--- src/hdl/bfp_pkg.sv ---
`default_nettype none

package bfp_pkg;

  localparam logic [7:0] TYPE_APP_MAX = 8'hEF;
  localparam logic [7:0] TYPE_START   = 8'hF0;
  localparam logic [7:0] TYPE_DATA    = 8'hF1;
  localparam logic [7:0] TYPE_ACK     = 8'hF2;
  localparam logic [7:0] TYPE_NACK    = 8'hF3;
  localparam logic [7:0] TYPE_END     = 8'hF4;
  localparam logic [7:0] TYPE_ABORT   = 8'hF5;

  localparam logic [8:0] HDR_BYTES   = 9'd2;
  localparam logic [8:0] COUNT_MAX   = 9'd511;
  localparam logic [8:0] FIELD_BYTES = 9'd12;

  localparam logic [7:0] START_LEN = 8'd12;
  localparam logic [7:0] SHORT_LEN = 8'd3;
  localparam logic [7:0] END_LEN   = 8'd2;

  localparam logic [1:0] ST_OK          = 2'd0;
  localparam logic [1:0] ST_MALFORMED   = 2'd1;
  localparam logic [1:0] ST_UNSUPPORTED = 2'd2;

  typedef struct packed {
    logic [7:0] rx_byte;
    logic       end_of_frame;
  } in_beat_t;

  typedef struct packed {
    logic        payload_valid;
    logic [7:0]  payload_byte;
    logic        frame_done;
    logic [1:0]  parse_status;
    logic [7:0]  frame_type;
    logic [7:0]  payload_len;
    logic [7:0]  transfer_id;
    logic [7:0]  field_a;
    logic [7:0]  field_b;
    logic [7:0]  field_c;
    logic [31:0] total_length;
    logic [31:0] crc_word;
  } out_beat_t;

  typedef struct packed {
    logic [8:0]  byte_count;
    logic [7:0]  length_byte;
    logic [7:0]  type_byte;
    logic [7:0]  xfer_reg;
    logic [7:0]  field_a_reg;
    logic [7:0]  field_b_reg;
    logic [7:0]  field_c_reg;
    logic [31:0] total_len_reg;
    logic [31:0] crc_reg;
  } frame_state_t;

  localparam frame_state_t STATE_CLEAR = '0;

endpackage

`default_nettype wire

--- src/hdl/bfp_decode.sv ---
`default_nettype none

module bfp_decode (
  input  wire  bfp_pkg::frame_state_t state,
  input  wire  bfp_pkg::in_beat_t     beat,
  output bfp_pkg::frame_state_t       state_next,
  output bfp_pkg::out_beat_t          result
);

  always_comb begin
    bfp_pkg::frame_state_t s;
    logic [7:0] b;
    logic [8:0] off;
    logic [8:0] p;
    logic [1:0] pos;
    logic [8:0] count;
    logic       pv;
    logic       is_fw;
    logic [1:0] status;
    logic       len_ok;

    s      = state;
    b      = beat.rx_byte;
    off    = state.byte_count;
    p      = off - bfp_pkg::HDR_BYTES;
    pos    = p[1:0] - 2'd2;
    pv     = 1'b0;
    is_fw  = 1'b0;
    len_ok = 1'b0;
    result = '0;

    if (off == 9'd0) begin
      s.length_byte = b;
    end else if (off == 9'd1) begin
      s.type_byte = b;
    end else begin
      is_fw = (s.type_byte >= bfp_pkg::TYPE_START) && (s.type_byte <= bfp_pkg::TYPE_ABORT);
      if (s.type_byte <= bfp_pkg::TYPE_APP_MAX) begin
        pv = 1'b1;
      end else if (s.type_byte == bfp_pkg::TYPE_DATA && p >= 9'd2) begin
        pv = 1'b1;
      end
      if (is_fw && p < bfp_pkg::FIELD_BYTES) begin
        if (p == 9'd0) begin
          s.xfer_reg = b;
        end else if (p == 9'd1) begin
          s.field_a_reg = b;
        end else if (s.type_byte == bfp_pkg::TYPE_START) begin
          if (p < 9'd6) begin
            s.total_len_reg[8*pos +: 8] = b;
          end else if (p == 9'd6) begin
            s.field_b_reg = b;
          end else if (p == 9'd7) begin
            s.field_c_reg = b;
          end else begin
            s.crc_reg[8*p[1:0] +: 8] = b;
          end
        end else if (p == 9'd2 && (s.type_byte == bfp_pkg::TYPE_ACK ||
                                   s.type_byte == bfp_pkg::TYPE_NACK ||
                                   s.type_byte == bfp_pkg::TYPE_ABORT)) begin
          s.field_b_reg = b;
        end
      end
    end

    count        = (off < bfp_pkg::COUNT_MAX) ? off + 9'd1 : bfp_pkg::COUNT_MAX;
    s.byte_count = count;

    result.payload_valid = pv;
    result.payload_byte  = pv ? b : 8'd0;

    status = bfp_pkg::ST_OK;
    if (beat.end_of_frame) begin
      result.frame_done  = 1'b1;
      result.frame_type  = (count >= 9'd2) ? s.type_byte : 8'd0;
      result.payload_len = s.length_byte;
      len_ok = (count >= 9'd2) && ({1'b0, s.length_byte} + bfp_pkg::HDR_BYTES == count);
      priority if (!len_ok) begin
        status = bfp_pkg::ST_MALFORMED;
      end else if (s.type_byte <= bfp_pkg::TYPE_APP_MAX) begin
        status = bfp_pkg::ST_OK;
      end else if (s.type_byte == bfp_pkg::TYPE_START) begin
        status = (s.length_byte == bfp_pkg::START_LEN) ? bfp_pkg::ST_OK : bfp_pkg::ST_MALFORMED;
      end else if (s.type_byte == bfp_pkg::TYPE_DATA) begin
        status = (s.length_byte >= bfp_pkg::SHORT_LEN) ? bfp_pkg::ST_OK : bfp_pkg::ST_MALFORMED;
      end else if (s.type_byte == bfp_pkg::TYPE_ACK || s.type_byte == bfp_pkg::TYPE_NACK ||
                   s.type_byte == bfp_pkg::TYPE_ABORT) begin
        status = (s.length_byte == bfp_pkg::SHORT_LEN) ? bfp_pkg::ST_OK : bfp_pkg::ST_MALFORMED;
      end else if (s.type_byte == bfp_pkg::TYPE_END) begin
        status = (s.length_byte == bfp_pkg::END_LEN) ? bfp_pkg::ST_OK : bfp_pkg::ST_MALFORMED;
      end else begin
        status = bfp_pkg::ST_UNSUPPORTED;
      end
      result.parse_status = status;
      // decoded fields only for a clean framework frame
      if (len_ok && s.type_byte > bfp_pkg::TYPE_APP_MAX && status == bfp_pkg::ST_OK) begin
        result.transfer_id  = s.xfer_reg;
        result.field_a      = s.field_a_reg;
        result.field_b      = s.field_b_reg;
        result.field_c      = s.field_c_reg;
        result.total_length = s.total_len_reg;
        result.crc_word     = s.crc_reg;
      end
      s = bfp_pkg::STATE_CLEAR;
    end

    state_next = s;
  end

endmodule

`default_nettype wire

--- src/hdl/bulk_frame_parser_unit.sv ---
// bulk_frame_parser_unit: byte-serial parser for length/type framed links.
// byte channel: one received frame byte per beat on byte_data, with
//   end_of_frame set on the last byte of a frame.
// result channel: exactly one result beat per byte beat, in order. It
//   carries any opaque payload byte, and on the last byte of a frame the
//   parse status and the decoded fields (zero when the frame is not a
//   well-formed framework frame).
// Throughput: one byte per cycle, sustained, with no stall on either side.
// Path: a byte taken on byte_data goes first into the input register and
//   then into the result register, from which its result beat is taken.
// The parse itself sits in one combinational step between the input
//   register and the result register; frame state updates as a byte moves.
// Stall: while result_stall is high on a valid result the result register
//   holds; the input register keeps taking a byte until it too is full,
//   then byte_stall rises right after that edge, and drops with result_stall.
// Reset (rst, synchronous): empties both registers and clears the frame
//   state, so the next byte is taken as the length byte of a new frame.
`default_nettype none

module bulk_frame_parser_unit (
  input  wire                 clk,
  input  wire                 rst,
  input  wire                 byte_valid,
  output logic                byte_stall,
  input  wire  bfp_pkg::in_beat_t byte_data,
  output logic                result_valid,
  input  wire                 result_stall,
  output bfp_pkg::out_beat_t  result_data
);

  logic                  hold_valid;
  bfp_pkg::in_beat_t     hold_beat;
  bfp_pkg::frame_state_t state;
  bfp_pkg::frame_state_t state_next;
  bfp_pkg::out_beat_t    result_next;
  logic                  advance;
  logic                  move;

  assign advance    = !result_valid || !result_stall;
  assign move       = hold_valid && advance;
  assign byte_stall = hold_valid && !advance;

  bfp_decode u_decode (
    .state      (state),
    .beat       (hold_beat),
    .state_next (state_next),
    .result     (result_next)
  );

  always_ff @(posedge clk) begin
    if (rst) begin
      hold_valid <= 1'b0;
    end else if (!byte_stall) begin
      hold_valid <= byte_valid;
    end
  end

  always_ff @(posedge clk) begin
    if (byte_valid && !byte_stall) begin
      hold_beat <= byte_data;
    end
  end

  always_ff @(posedge clk) begin
    if (rst) begin
      state <= bfp_pkg::STATE_CLEAR;
    end else if (move) begin
      state <= state_next;
    end
  end

  always_ff @(posedge clk) begin
    if (rst) begin
      result_valid <= 1'b0;
    end else if (advance) begin
      result_valid <= hold_valid;
    end
  end

  always_ff @(posedge clk) begin
    if (move) begin
      result_data <= result_next;
    end
  end

  a_idle_fields_zero: assert property (@(posedge clk) disable iff (rst)
    result_valid && !result_data.frame_done |->
      result_data.parse_status == bfp_pkg::ST_OK && result_data.frame_type == 8'd0 &&
      result_data.payload_len == 8'd0)
    else $error("fields set on a beat that does not end a frame");

  a_status_code: assert property (@(posedge clk) disable iff (rst)
    result_valid |-> result_data.parse_status != 2'd3)
    else $error("undefined parse status");

  a_state_cleared: assert property (@(posedge clk) disable iff (rst)
    move && hold_beat.end_of_frame |=> state.byte_count == 9'd0)
    else $error("frame state not cleared after last byte");

  a_error_no_fields: assert property (@(posedge clk) disable iff (rst)
    result_valid && result_data.parse_status != bfp_pkg::ST_OK |->
      result_data.transfer_id == 8'd0 && result_data.total_length == 32'd0 &&
      result_data.crc_word == 32'd0)
    else $error("decoded fields on a failed frame");

  a_count_follows: assert property (@(posedge clk) disable iff (rst)
    move && !hold_beat.end_of_frame && state.byte_count != bfp_pkg::COUNT_MAX |=>
      state.byte_count == $past(state.byte_count) + 9'd1)
    else $error("byte count did not advance");

endmodule

`default_nettype wire
--- config.mk ---
export PLATFORM = sky130hd
export DESIGN_NAME = bulk_frame_parser_unit
export DESIGN_NICKNAME = d
export VERILOG_FILES = /design/src/hdl/bfp_pkg.sv /design/src/hdl/bfp_decode.sv /design/src/hdl/bulk_frame_parser_unit.sv
export SDC_FILE = /design/constraint.sdc
export NUM_CORES = 1
export LEC_CHECK = 0
export BUFFER_PORTS_ARGS = -buffer_cell sky130_fd_sc_hd__buf_2
export CORE_MARGIN = 2
export CORE_UTILIZATION = 32
export CTS_CLUSTER_SIZE = 12
export DETAILED_ROUTE_END_ITERATION = 8
export SLEW_MARGIN = 20
export SYNTH_ARGS = -nofsm -noshare
export SYNTH_HDL_FRONTEND = slang
export SYNTH_SLANG_ARGS = --single-unit
--- constraint.sdc ---
create_clock -name clk -period 9 [get_ports clk]
set_input_delay 0.45 -clock clk [delete_from_list [all_inputs] [get_ports clk]]
set_output_delay 0.45 -clock clk [all_outputs]
set_load 0.01 [all_outputs]
==> impl_metrics.py <==
metrics = {
    "detailed_routing": {
        "drc": 0,
        "wl_um": 36800,
        "vias_per_cell": 5.60,
        "first_pass_iters": 5,
        "wl_per_cell_um": 20.6,
        "via_count": 9999,
        "drt_iter0_drc": 844,
        "ant_nets": 0,
    },
    "global_routing": {
        "grt_pass1_wl_um": 56200,
        "grt_remaining_overflow": 0,
        "grt_pass1_vias": 9433,
        "grt_max_degree": 99,
        "grt.total_usage_pct": 18.1,
        "antenna_found_initial": 0,
    },
    "synth": {
        "synth_nets": 1199,
        "synth_area_sq_um": 12300,
        "synthAdderAreaFrac_pct": 1.02,
        "avgSynthCellArea_sq_um": 10.4,
        "synth_compound_area_share_pct": 19.4,
        "synth.area.mux_share_pct": 2.89,
        "synth_edf_count": 133,
        "ys.flop_type": "edfxtp_1",
        "synth_seq_cells": 256,
        "yosysMostFrequentCell": "edfxtp_1",
        "yosysWarnings": 0,
        "yosys.area_share.simple_pct": 18.3,
        "ys_seq_area_share_pct": 52.6,
        "synth_cell_types": 74,
        "synth_area_leaders": "edfxtp_1 33%, dfxtp_1 20%, a2111oi_0 5.6%",
        "postSynth.asyncResetShare_pct": 0,
        "syn_inst": 1176,
        "synth_top_family_by_area": "compound AO/OA/AOI/OAI gates",
        "synth_top_area_cell": "edfxtp_1",
        "synth-xor-area-share_pct": 0.948,
        "yosysTopAreaCellShare_pct": 32.6,
        "synth_common_cells": "133 x edfxtp_1, 123 x dfxtp_1, 109 x nand2_1",
    },
    "clock_network": {
        "cts_made_buffers": 28,
        "cts-hold-fix-buffers": 0,
        "worst_skew_pair.late_latency_ns": 0.54,
        "clk_path_buf_depth": 3,
        "post_cts_resized": 0,
        "clockRootBuffer": "clkbuf_16",
        "cts_num_sinks": 256,
        "cts_setup_buffers": 0,
        "cts_tree": "yes",
        "clk_transition_reported_paths_ns": 0.06,
        "htree_num_levels": 1,
    },
    "critical_path": {
        "worstPathMaxFanout": 53,
        "cp.arrival_ns": 6.01,
        "crit_required_ns": 9.29,
        "path_class": "reg -> reg",
        "crit_path_start_kind": "flip-flop",
        "crit_path_end_kind": "flip-flop",
    },
    "power_and_ir_drop": {
        "p_leak_uw": 0.00457,
        "irDropWorstVdd_mv": 0.0909,
        "cellPowerDensity_nw_per_um2": 181,
    },
    "floorplan": {
        "ios": 139,
        "initial_core_util_pct": 32.5,
        "core_area_sq_um": 37800,
        "die-height_um": 200,
        "die_w_um": 200,
        "die-area_sq_um": 39900,
        "rows": 71,
    },
    "cells_and_area": {
        "design_area_sq_um": 14200,
        "fin_nets": 1274,
        "area_growth_pct": 16.2,
        "nFillCells": 3698,
        "multi_input_area_sq_um": 5280,
        "ff_latch_area_sq_um": 6460,
        "layout.cells.non_filler": 1784,
        "insertedDiodeCount": 0,
        "drive_gt1_share_pct": 18.9,
    },
    "timing": {
        "clock_skew_ns": 0.00958,
        "finalSetupViolCount": 0,
        "slew_headroom_pct": 25.4,
        "tightest_slew_ns": 1.12,
        "period_share_pct": 63.6,
        "fmax_mhz": 175,
        "fin_crit_ns": 5.72,
        "tns_ns": 0,
        "whs_ns": 0.0886,
        "rsz0062_at_grt": "no",
        "slew_viol_final": 0,
        "hold_violations": 0,
    },
    "place": {
        "placed_area_sq_um": 13300,
        "place_inst": 1732,
        "port_buffers": 138,
        "gp_congestion": 0.863,
        "dp.final_hpwl_um": 22600,
    },
    "status": {
        "status": "complete, no violations",
    },
    "hold_path": {
        "hold_class": "in -> reg",
    },
    "run": {
        "max_cap_viol_count": 0,
    },
}
worst max-delay path, stage by stage, from the launching register on:
cell       delay [ns]
dfxtp_1          0.60
clkinv_1         0.41
ha_1             0.41
inv_1            0.23
nand4_1          0.91
mux2i_2          0.65
a2111oi_0        0.14
a21oi_1          0.23
nand3_2          0.81
buf_4            0.63
a2111oi_0        0.41
kinds of logic (layout without fill, tap and decap cells):
logic type                 Yosys count  after routing
and+or+nand+nor                    430            430
buffers and inverters              139            236
AOI/OAI and AO/OA                  297            297
DFF                                256            256
xor gates and xnor gates            10             10
adders and majority gates           10             10
muxes                               34             34
layer usage:
layer	up-vias	wire (um)	GRT usage [%]	part of all wire (%)
met4	0	787	4.39	2.1
met2	361	16400	27.8	44
li1	4656	-	-	-
met3	50	2270	2.84	6.2
met1	4932	17400	26.5	47
met5	-	0	0	0
path summary, 6_finish.rpt:
path	end	slack, ns	cells past startpoint	start
max	result_data[49]$_SDFFCE_PN0P_	3.28	10	state[112]$_SDFFE_PP0P_
min	hold_beat[0]$_DFFE_PP_	0.09	1	byte_data[0]
max reg2reg	result_data[49]$_SDFFCE_PN0P_	3.28	10	state[112]$_SDFFE_PP0P_
min reg2reg	state[23]$_SDFFE_PP0P_	0.48	1	state[23]$_SDFFE_PP0P_
area by class of cell:
cell class,instances,share of cell area (%)
tap,511,4.49
clock inverter,6,0.228
multi-input combinational,781,37.1
sequential,256,45.3
inverter,24,0.650
timing repair buffer,160,6.01
clock buffer,46,6.26
sequential cells by signal (all words and copies together) (netlist names):
name / count
result_valid: 1
hold_beat: 9
hold_valid: 1
result_data: 124
state: 121
stage by stage:
| stage | power, uW | utilization [%] | setup WS, ns |
|---|---|---|---|
| 2_1_floorplan | 1390 | - | 4.24 |
| 3_3_place_gp | 1460 | 35.2 | 3.91 |
| 3_5_place_dp | 1460 | 35.2 | 3.42 |
| 4_1_cts | 2600 | 37.7 | 3.48 |
| 5_1_grt | 2650 | 37.7 | 2.82 |
| 6_report | 2580 | 37.7 | 3.28 |
report_power, final:
group	internal, uW	leakage, uW	switching, uW
Sequential	1260	0.00220	13.9
Combinational	44.6	0.00191	120
Clock	674	0.000457	466
Total	1980	0.00457	600
placed cells by master (no fill, tap or decap), types with 12 or more instances in the layout:
cell type / count
buf_4: 22
mux2i_1: 27
inv_1: 22
buf_2: 138
dfxtp_1: 123
and2_1: 16
clkbuf_16: 31
nor4_1: 22
a22oi_1: 16
nor2_1: 69
a22o_1: 78
edfxtp_1: 133
nand3_1: 79
nor2b_1: 13
nand2b_1: 27
nand4_1: 12
a2111oi_0: 78
o21ai_0: 19
and3_1: 15
nand2_1: 108
nor3_1: 24
a21oi_1: 25
o32ai_1: 13
Note: power is estimated with default switching activity, not from simulation.
